<file path="src/design/frdf_pkg.sv">
// Shared types and constants for the flood relay duplicate filter.
`default_nettype none

package frdf_pkg;

    localparam int ID_W      = 32;
    localparam int MAC_W     = 48;
    localparam int HOP_W     = 8;
    localparam int EV_KEY_W  = ID_W + MAC_W;
    localparam int ACK_KEY_W = ID_W + MAC_W + MAC_W;
    localparam int S_TDATA_W = 144;
    localparam int M_TDATA_W = 24;
    localparam int VERDICT_W = 2;

    localparam logic OP_EVENT = 1'b0;
    localparam logic OP_ACK   = 1'b1;

    localparam logic [VERDICT_W-1:0] VERDICT_DUP    = 2'd0;
    localparam logic [VERDICT_W-1:0] VERDICT_DROP   = 2'd1;
    localparam logic [VERDICT_W-1:0] VERDICT_ACCEPT = 2'd2;

    localparam logic [HOP_W-1:0] REPLY_TTL_RESET = 8'd5;

    typedef struct packed {
        logic load_in;
        logic scan;
        logic set_seen;
        logic insert;
        logic load_out;
    } frdf_cmd_t;

    typedef struct packed {
        logic hit;
        logic scan_done;
        logic out_free;
    } frdf_status_t;

endpackage

`default_nettype wire

</file>
<file path="src/design/frdf_ctrl.sv">
// Controller state machine that sequences request capture, cache scan, insert and result.
`default_nettype none

module frdf_ctrl (
    input  wire logic                  clk,
    input  wire logic                  rst_n,
    input  wire logic                  s_tvalid,
    output logic                       s_tready,
    input  wire frdf_pkg::frdf_status_t status,
    output frdf_pkg::frdf_cmd_t        cmd
);

    typedef enum logic [2:0] {
        ST_IDLE   = 3'b001,
        ST_SCAN   = 3'b010,
        ST_FINISH = 3'b100
    } frdf_state_t;

    frdf_state_t state_reg;
    frdf_state_t state_next;

    always_comb
    begin
        state_next = state_reg;
        cmd        = '0;
        s_tready   = 1'b0;
        unique case (state_reg)
            ST_IDLE:
            begin
                s_tready = 1'b1;
                if (s_tvalid)
                begin
                    cmd.load_in = 1'b1;
                    state_next  = ST_SCAN;
                end
            end
            ST_SCAN:
            begin
                cmd.scan = 1'b1;
                if (status.hit)
                begin
                    cmd.set_seen = 1'b1;
                    state_next   = ST_FINISH;
                end
                else if (status.scan_done)
                begin
                    cmd.insert = 1'b1;
                    state_next = ST_FINISH;
                end
            end
            ST_FINISH:
            begin
                if (status.out_free)
                begin
                    cmd.load_out = 1'b1;
                    state_next   = ST_IDLE;
                end
            end
            default:
            begin
                state_next = ST_IDLE;
            end
        endcase
    end

    always_ff @(posedge clk or negedge rst_n)
    begin
        if (!rst_n)
        begin
            state_reg <= ST_IDLE;
        end
        else
        begin
            state_reg <= state_next;
        end
    end

endmodule

`default_nettype wire

</file>
<file path="config.mk">
export PLATFORM = sky130hd
export DESIGN_NAME = frdf_ctrl
export DESIGN_NICKNAME = d
export VERILOG_FILES = /design/src/design/frdf_pkg.sv /design/src/design/frdf_ctrl.sv
export SDC_FILE = /design/constraint.sdc
export NUM_CORES = 1
export LEC_CHECK = 0
export CORE_AREA = 3 3 40 42
export CTS_CLUSTER_DIAMETER = 50
export DETAILED_ROUTE_END_ITERATION = 6
export DIE_AREA = 0 0 43 45
export DONT_BUFFER_PORTS = 1
export GPL_TIMING_DRIVEN = 0
export PLACE_DENSITY_LB_ADDON = 0.05
export SYNTH_ARGS = -nofsm -noshare
export SYNTH_HDL_FRONTEND = slang
export SYNTH_SLANG_ARGS = --single-unit
</file>
<file path="constraint.sdc">
create_clock -name clk -period 1.4 [get_ports clk]
set_input_delay 0.42 -clock clk [delete_from_list [all_inputs] [get_ports clk]]
set_output_delay 0.42 -clock clk [all_outputs]
set_load 0.01 [all_outputs]
</file>
; After elaboration in Yosys (flattened, before gate mapping)
; Cells that the tools add are included.
[classes]
n_eq_ne = 6
mux = 14
n_reduce_logical = 1
[op_table]
columns = cell, count
row1 = two-way mux 3 bit, 5
row2 = one-hot mux 3 bit (3 select lines), 1
row3 = two-way mux 1 bit, 8
row4 = "inequality test 2 bit, second input constant", 2
row5 = "equality test 3 x 1 -> 1 bit, second input constant", 1
row6 = "equality test 3 x 2 -> 1 bit, second input constant", 1
row7 = "equality test 3 bit, second input constant", 1
row8 = "inequality test 3 bit, second input constant", 1
row9 = AND reduction 3 bit, 1
[word_totals]
reg_bits = 3
word_cells = 22

; Logic depth before layout (Yosys ltp)
; Gate-level depths: netlist of the first run.
[logic_depth]
depth_word = 3
depth_mapped = 3
depth_no_buf = 3

; Least setup slack after synthesis of the first run
; Ideal clock, no wire load.
[synth_timing]
path_kind = register to output
start = reg state_reg[0]
end = out cmd[4] (netlist name)
arrival_ns = 1.039
t_required_ns = 0.980
path_slack_ns = -0.059
stages_incl_launch_ff = 3
cell_sequence = dfstp_2 -> nor3b_2 -> and2_1
[synth_rtl]
columns = element, line
row1 = from (decl), frdf_ctrl.sv:19  ; frdf_state_t state_reg;
row2 = from (signal assigned), frdf_ctrl.sv:74  ; state_reg <= state_next;
row3 = to (decl), frdf_ctrl.sv:10  ; output frdf_pkg::frdf_cmd_t cmd

==> summary.md, run 1 <==
| Metric | Value |
|---|---|
| Via/cell ratio | `4.14` |
| Worst slew pin tran | `0.335 ns` |
| DP HPWL | `396 µm` |
| Largest net degree at the start of global routing | `8` |
| Hold Path Class | `in2async` |
| Setup crit start kind | `flip-flop` |
| Sequential share of power | `0.309` |
| Yosys warns | `0` |
| Cell taking the most area after synthesis | `dfrtp_1` |
| GR Overflow Total | `0` |
| CTS root buffer | `clkbuf_4` |
| Most instantiated library cell after synthesis | `nor4b_1` |
| Post-synth top area share | `0.265` |
| Critical Path AT | `1.27 ns` |
| Vias in the first global route | `201` |
| Layout cell share with drive strength beyond 1 | `0.517` |
| Synthesized Nets | `26` |
| Ant diodes | `0` |
| Flip-flop count of the largest register after layout | `3` |
| Initial antenna violation count | `0` |
| RSZ-0062 raised after global routing | `yes` |
| Synth area leaders | `dfrtp_1, dfstp_2, nor4b_1, and2_1, nor3b_2` |
| Initial Utilization | `0.147` |
| Int Power | `387 µW` |
| Pwr Density | `2050 nW/µm²` |
| TritonCTS Buffers | `3` |
| Design Power | `611 µW` |
| Die area | `1940 µm²` |
| Violated checks | `negative setup slack` |
| Worst-path maximum fanout | `4` |
| Mapped Cells | `20` |
| Setup Viol. Count Final | `6` |
| Slowest cell on crit path | `dfstp_2` |
| Chip Height | `45 µm` |
| Final worst path period need | `1.69 ns` |
| Final Max Slew Viols | `0` |
| Logic pwr share | `0.445` |
| First-pass GRT wire length | `821 µm` |
| DRC Markers | `0` |
| Crit Path Category | `reg2out` |
| Outcome | `finished, violations left` |
| Max Freq | `0.590 GHz` |
| Clock power frac | `0.246` |
| Longest Clk Path Bufs | `2` |
| Post-synth top cells | `nor4b_1, and2_1, dfrtp_1, nor2_1` |
| Wirelength per Cell | `12.6 µm` |
| Post-Syn Area per Cell | `9.45 µm²` |
| Worst vdd ir | `0.000511 V` |
| GPL Wtd Cong | `0.549` |
| Overall track demand over capacity in global routing | `0.0634` |
| Width of the die | `43 µm` |
| CP endpoint kind | `output pin` |
| P_sw | `225 µW` |
| Post-synth EDFFs | `0` |
| Cell area after synthesis | `189 µm²` |
| Setup TNS | `-1.08 ns` |
| Post-synth ARST share | `1.00` |
| Via count | `182` |
| Cell variety after synth | `15` |
| Buffers added on ports | `0` |
| Max_cap viols | `0` |
| Yosys reg bits | `3` |
| CP cell instances | `buf_4, nor3_4, and3b_2` |
| Core area | `1280 µm²` |
| # IOs | `12` |
| P_leak | `0.119 nW` |
| Final wirelength | `556 µm` |
| Pre-CTS WS | `-0.199 ns` |
| # rows | `13` |
| Final hold vios | `0` |
| Post-DRT Antenna Nets | `0` |
| Post-Route Skew | `0.000718 ns` |
| Final nets | `36` |
| CTS tree | `built` |
| Clk sinks | `3` |
| Critical Path RT | `0.98 ns` |
| Slew HR | `0.776` |
| DR pass1 iterations | `4` |
| H-tree depth | `1` |
| Crit-path max cell delay | `0.38 ns` |
| CTS clk-pin slew, worst paths | `0.04 ns` |
| DP Area | `214 µm²` |
| Clk Latency, worst-skew pair | `0.23 ns` |
| Most used DFF post-synth | `dfrtp_1` |
| Design area | `298 µm²` |
| Final setup margin | `-0.294 ns` |
| Sw Ratio | `0.368` |
| Layout area overhead | `57.6%` |
| Register area share after synthesis | `0.404` |
| Final period utilization | `1.21` |
| DR iter-0 viols | `3` |
-- routing by layer --
metal | vias to the layer above | track usage | wire length (µm)
li1 | 92 | - | -
met1 | 82 | 0.0510 | 194
met2 | 8 | 0.0898 | 287
met3 | 0 | 0.0398 | 74
met4 | 0 | 0.0904 | 0
met5 | - | 0 | 0
-- path summary, 6_finish.rpt --
| path | startpoint | to | slack [ns] | depth (start not counted) |
|---|---|---|---|---|
| min in group clk | s_tvalid | state_reg[0] | 0.40 | 2 |
| worst max register to register | state_reg[0] | state_reg[1] | 0.13 | 5 |
| max in group asynchronous | rst_n | state_reg[1] | 0.85 | 1 |
| worst min register to register | state_reg[2] | state_reg[1] | 0.66 | 1 |
| worst min-delay path | rst_n | state_reg[0] | 0.03 | 0 |
| worst max-delay path | state_reg[0] | cmd[1] | -0.29 | 3 |
-- per-stage QoR --
step                      utilization  hold WS [ns]  cells
final                           0.232        0.0333     44
after global placement          0.167         0.125     35
after CTS                       0.215        0.0196     42
after global routing            0.232        0.0170     44
after floorplan                     -         0.124     20
after detailed placement        0.167         0.125     35
-- critical path: cells and delay by family, from the launching register on --
family                 cells  cell delay (ns)
flip-flops                 1             0.38
buffers and inverters      1             0.14
AND/OR/NAND/NOR            2             0.52
-- cell usage in the layout, fill, tap and decap left out --
cell type,count
nor3_4,1
or3_1,1
dfstp_2,1
and2_1,1
and3b_2,1
a31oi_1,1
a21oi_1,1
nor3b_4,1
inv_2,1
nor4b_2,1
buf_4,4
dlygate4sd3_1,1
nand3_1,1
dfrtp_2,1
dfrtp_1,1
clkbuf_1,1
clkbuf_4,3
and2_4,1
nor2_1,2
nor3_1,1
nor4b_1,2
inv_1,1
-- power groups by stage --
stage	sequential [mW]	clock [mW]	combinational, mW
after floorplan	0.178	0	0.139
after global placement	0.195	0	0.161
after detailed placement	0.194	0	0.160
after CTS	0.195	0.163	0.223
after global routing	0.196	0.168	0.302
final	0.189	0.151	0.272
-- timing repair --
| action | in CTS | in global routing |
|---|---|---|
| resized for setup | 4 | 1 |
| setup buffers | 2 | 2 |
| cloned | 0 | 0 |
| hold buffers | 1 | 0 |
| endpoints found under the setup margin | 6 | 6 |
| pin swaps | 0 | 2 |
| endpoints found under the hold margin | 2 | 0 |
-- layout make-up --
class	count	area, µm²
clock buffers	4	26.3
fillers	153	987
well taps	15	18.8
repair buffers	5	40.0
flip-flops and latches	3	77.6
multi-input cells	15	128
inverters	2	7.51
-- cells by family after synthesis --
logic type,Yosys count,share of synthesized area
AO/OA/AOI/OAI,2,0.0596
flip-flops,3,0.404
AND/OR/NAND/NOR,13,0.497
buffers and inverters,2,0.0397
(Power assumes the default switching activity.)
==> run 2: changes to the inputs <==
--- a/config.mk
+++ b/config.mk
@@ -5,6 +5,7 @@
 export SDC_FILE = /design/constraint.sdc
 export NUM_CORES = 1
 export LEC_CHECK = 0
+export ABC_AREA = 0
 export CORE_AREA = 3 3 40 42
 export CTS_CLUSTER_DIAMETER = 50
 export DETAILED_ROUTE_END_ITERATION = 6
==> constraint.sdc (replaced) <==
create_clock -name clk -period 1.4 [get_ports clk]
set_input_delay 0 -clock clk [delete_from_list [all_inputs] [get_ports clk]]
set_output_delay 0 -clock clk [all_outputs]
set_load 0.01 [all_outputs]
==> summary.md, run 2 (synthesis gave the netlist of run 1 again) <==
| Metric | Value |
|---|---|
| Outcome | `complete, no violations (was finished, violations left)` |
| CTS root buffer | `clkbuf_4 (unchanged)` |
| Design area | `290 µm² (was 298 µm²)` |
| Layout cell share with drive strength beyond 1 | `0.321 (was 0.517)` |
| Vias in the first global route | `201 (unchanged)` |
| DP Area | `208 µm² (was 214 µm²)` |
| Buffers added on ports | `0 (unchanged)` |
| Width of the die | `43 µm (unchanged)` |
| Setup Viol. Count Final | `0 (was 6)` |
| Initial Utilization | `0.147 (unchanged)` |
| GPL Wtd Cong | `0.611 (was 0.549)` |
| Largest net degree at the start of global routing | `8 (unchanged)` |
| Layout area overhead | `53.6% (was 57.6%)` |
| Worst Setup SP | `state_reg[0] (unchanged)` |
| DR iter-0 viols | `3 (unchanged)` |
| Die area | `1940 µm² (unchanged)` |
| Flip-flop count of the largest register after layout | `3 (unchanged)` |
| Longest Clk Path Bufs | `2 (unchanged)` |
| CTS clk-pin slew, worst paths | `0.04 ns (about the same)` |
| Initial antenna violation count | `0 (unchanged)` |
| Chip Height | `45 µm (unchanged)` |
| Ant diodes | `0 (unchanged)` |
| Final worst path period need | `1.32 ns (was 1.69 ns)` |
| Reg-to-reg startpoint | `state_reg[0] (unchanged)` |
| Final Max Slew Viols | `0 (unchanged)` |
| Crit Path Category | `reg2out (unchanged)` |
| # IOs | `12 (unchanged)` |
| Overall track demand over capacity in global routing | `0.0602 (was 0.0634)` |
| Setup crit start kind | `flip-flop (unchanged)` |
| Post-DRT Antenna Nets | `0 (unchanged)` |
| Worst vdd ir | `0.000563 V (was 0.000511 V)` |
| DR pass1 iterations | `4 (unchanged)` |
| Wirelength per Cell | `12.6 µm (about the same)` |
| Final nets | `35 (was 36)` |
| # rows | `13 (unchanged)` |
| Max_cap viols | `0 (unchanged)` |
| TritonCTS Buffers | `3 (unchanged)` |
| Final period utilization | `0.940 (was 1.21)` |
| Final wirelength | `541 µm (was 556 µm)` |
| Critical Path RT | `1.40 ns (was 0.98 ns)` |
| H-tree depth | `1 (unchanged)` |
| Worst slew pin tran | `0.570 ns (was 0.335 ns)` |
| DRC Markers | `0 (unchanged)` |
| Clk sinks | `3 (unchanged)` |
| Hold Path Class | `in2async (unchanged)` |
| Critical Path AT | `1.32 ns (was 1.27 ns)` |
| GR Overflow Total | `0 (unchanged)` |
| Setup repair bufs after CTS | `0 (was 2)` |
| Slew HR | `0.614 (was 0.776)` |
| Clk Latency, worst-skew pair | `0.23 ns (about the same)` |
| DP HPWL | `409 µm (was 396 µm)` |
| Via count | `183 (was 182)` |
| Post-Route Skew | `0.00437 ns (was 0.000718 ns)` |
| Most frequent cells in the layout | `dlygate4sd3_1, nor4b_1, clkbuf_4, nor2_1 (was buf_4, clkbuf_4, nor4b_1, nor2_1)` |
| P_leak | `0.113 nW (was 0.119 nW)` |
| First-pass GRT wire length | `786 µm (was 821 µm)` |
| Final hold vios | `0 (unchanged)` |
| Design Power | `544 µW (was 611 µW)` |
| Core area | `1280 µm² (unchanged)` |
| RSZ-0062 raised after global routing | `no (was yes)` |
| Most common cell after layout, fill and taps aside | `dlygate4sd3_1 (was buf_4)` |
| Setup TNS | `0 ns (was -1.08 ns)` |
| Via/cell ratio | `4.26 (was 4.14)` |
| CP endpoint kind | `output pin (unchanged)` |
| Max Freq | `0.760 GHz (was 0.590 GHz)` |
| Worst-path maximum fanout | `7 (was 4)` |
| Pwr Density | `1870 nW/µm² (was 2050 nW/µm²)` |
| CTS tree | `built (unchanged)` |
==> run 2: cell types whose count changed in the layout (fill, tap and decap cells not counted) <==
| cell | delta |
|---|---|
| buf_4 | -4 |
| and3b_2 | -1 |
| and3b_1 | +1 |
| dlygate4sd3_1 | +3 |
| nor4b_2 | -1 |
| nor4b_1 | +1 |
==> run 2: metrics by stage <==
stage           util  std cells  worst slack [ns]  hold slack [ns]
3_3_place_gp   0.162         35            0.0842           -0.295
4_1_cts        0.210         42           0.00559           0.0104
5_1_grt        0.226         43            0.0317           0.0243
6_report       0.226         43            0.0843           0.0161
3_5_place_dp   0.162         35            0.0922           -0.295
2_1_floorplan      -         20             0.204           -0.296
==> run 2: layer usage <==
layer | up-vias | track usage | routed length (µm)
met3 | 0 | 0.0279 | 47
met4 | 0 | 0.0542 | 0
met1 | 83 | 0.0681 | 249
met5 | - | 0 | 0
li1 | 90 | - | -
met2 | 10 | 0.0838 | 244
==> run 2: final timing paths <==
check,endpoint,slack [ns],depth (start not counted)
hold reg to reg,state_reg[2],0.58,1
hold / removal,state_reg[1],0.02,1
min in group clk,state_reg[1],0.02,3
max in group asynchronous,state_reg[0],1.16,1
setup / recovery,cmd[4],0.08,2
setup reg to reg,state_reg[0],0.18,3
==> run 2: critical path: stages (launching register included) <==
cell and delay, ns:
dfstp_2 0.61, nor3b_4 0.27, and2_4 0.20
==> run 2: repair_timing <==
action | CTS | global route
hold endpoints to repair | 6 | 1
gates resized for setup | 1 | 3
pin swaps | 0 | 0
hold buffers | 3 | 1
setup endpoints to repair | 2 | 1
==> run 2: area by class of cell <==
type | instances | area, µm²
Fill cell | 145 | 995
Timing Repair Buffer | 4 | 40.0
Multi-Input combinational cell | 15 | 120
Clock buffer | 4 | 26.3
Sequential cell | 3 | 77.6
Tap cell | 15 | 18.8
Inverter | 2 | 7.51
==> run 2: power by group <==
part,total (mW),internal [mW],switching [mW]
logic,0.185,0.0961,0.0893
registers,0.205,0.131,0.0740
clock network,0.154,0.107,0.0468
total,0.544,0.334,0.210
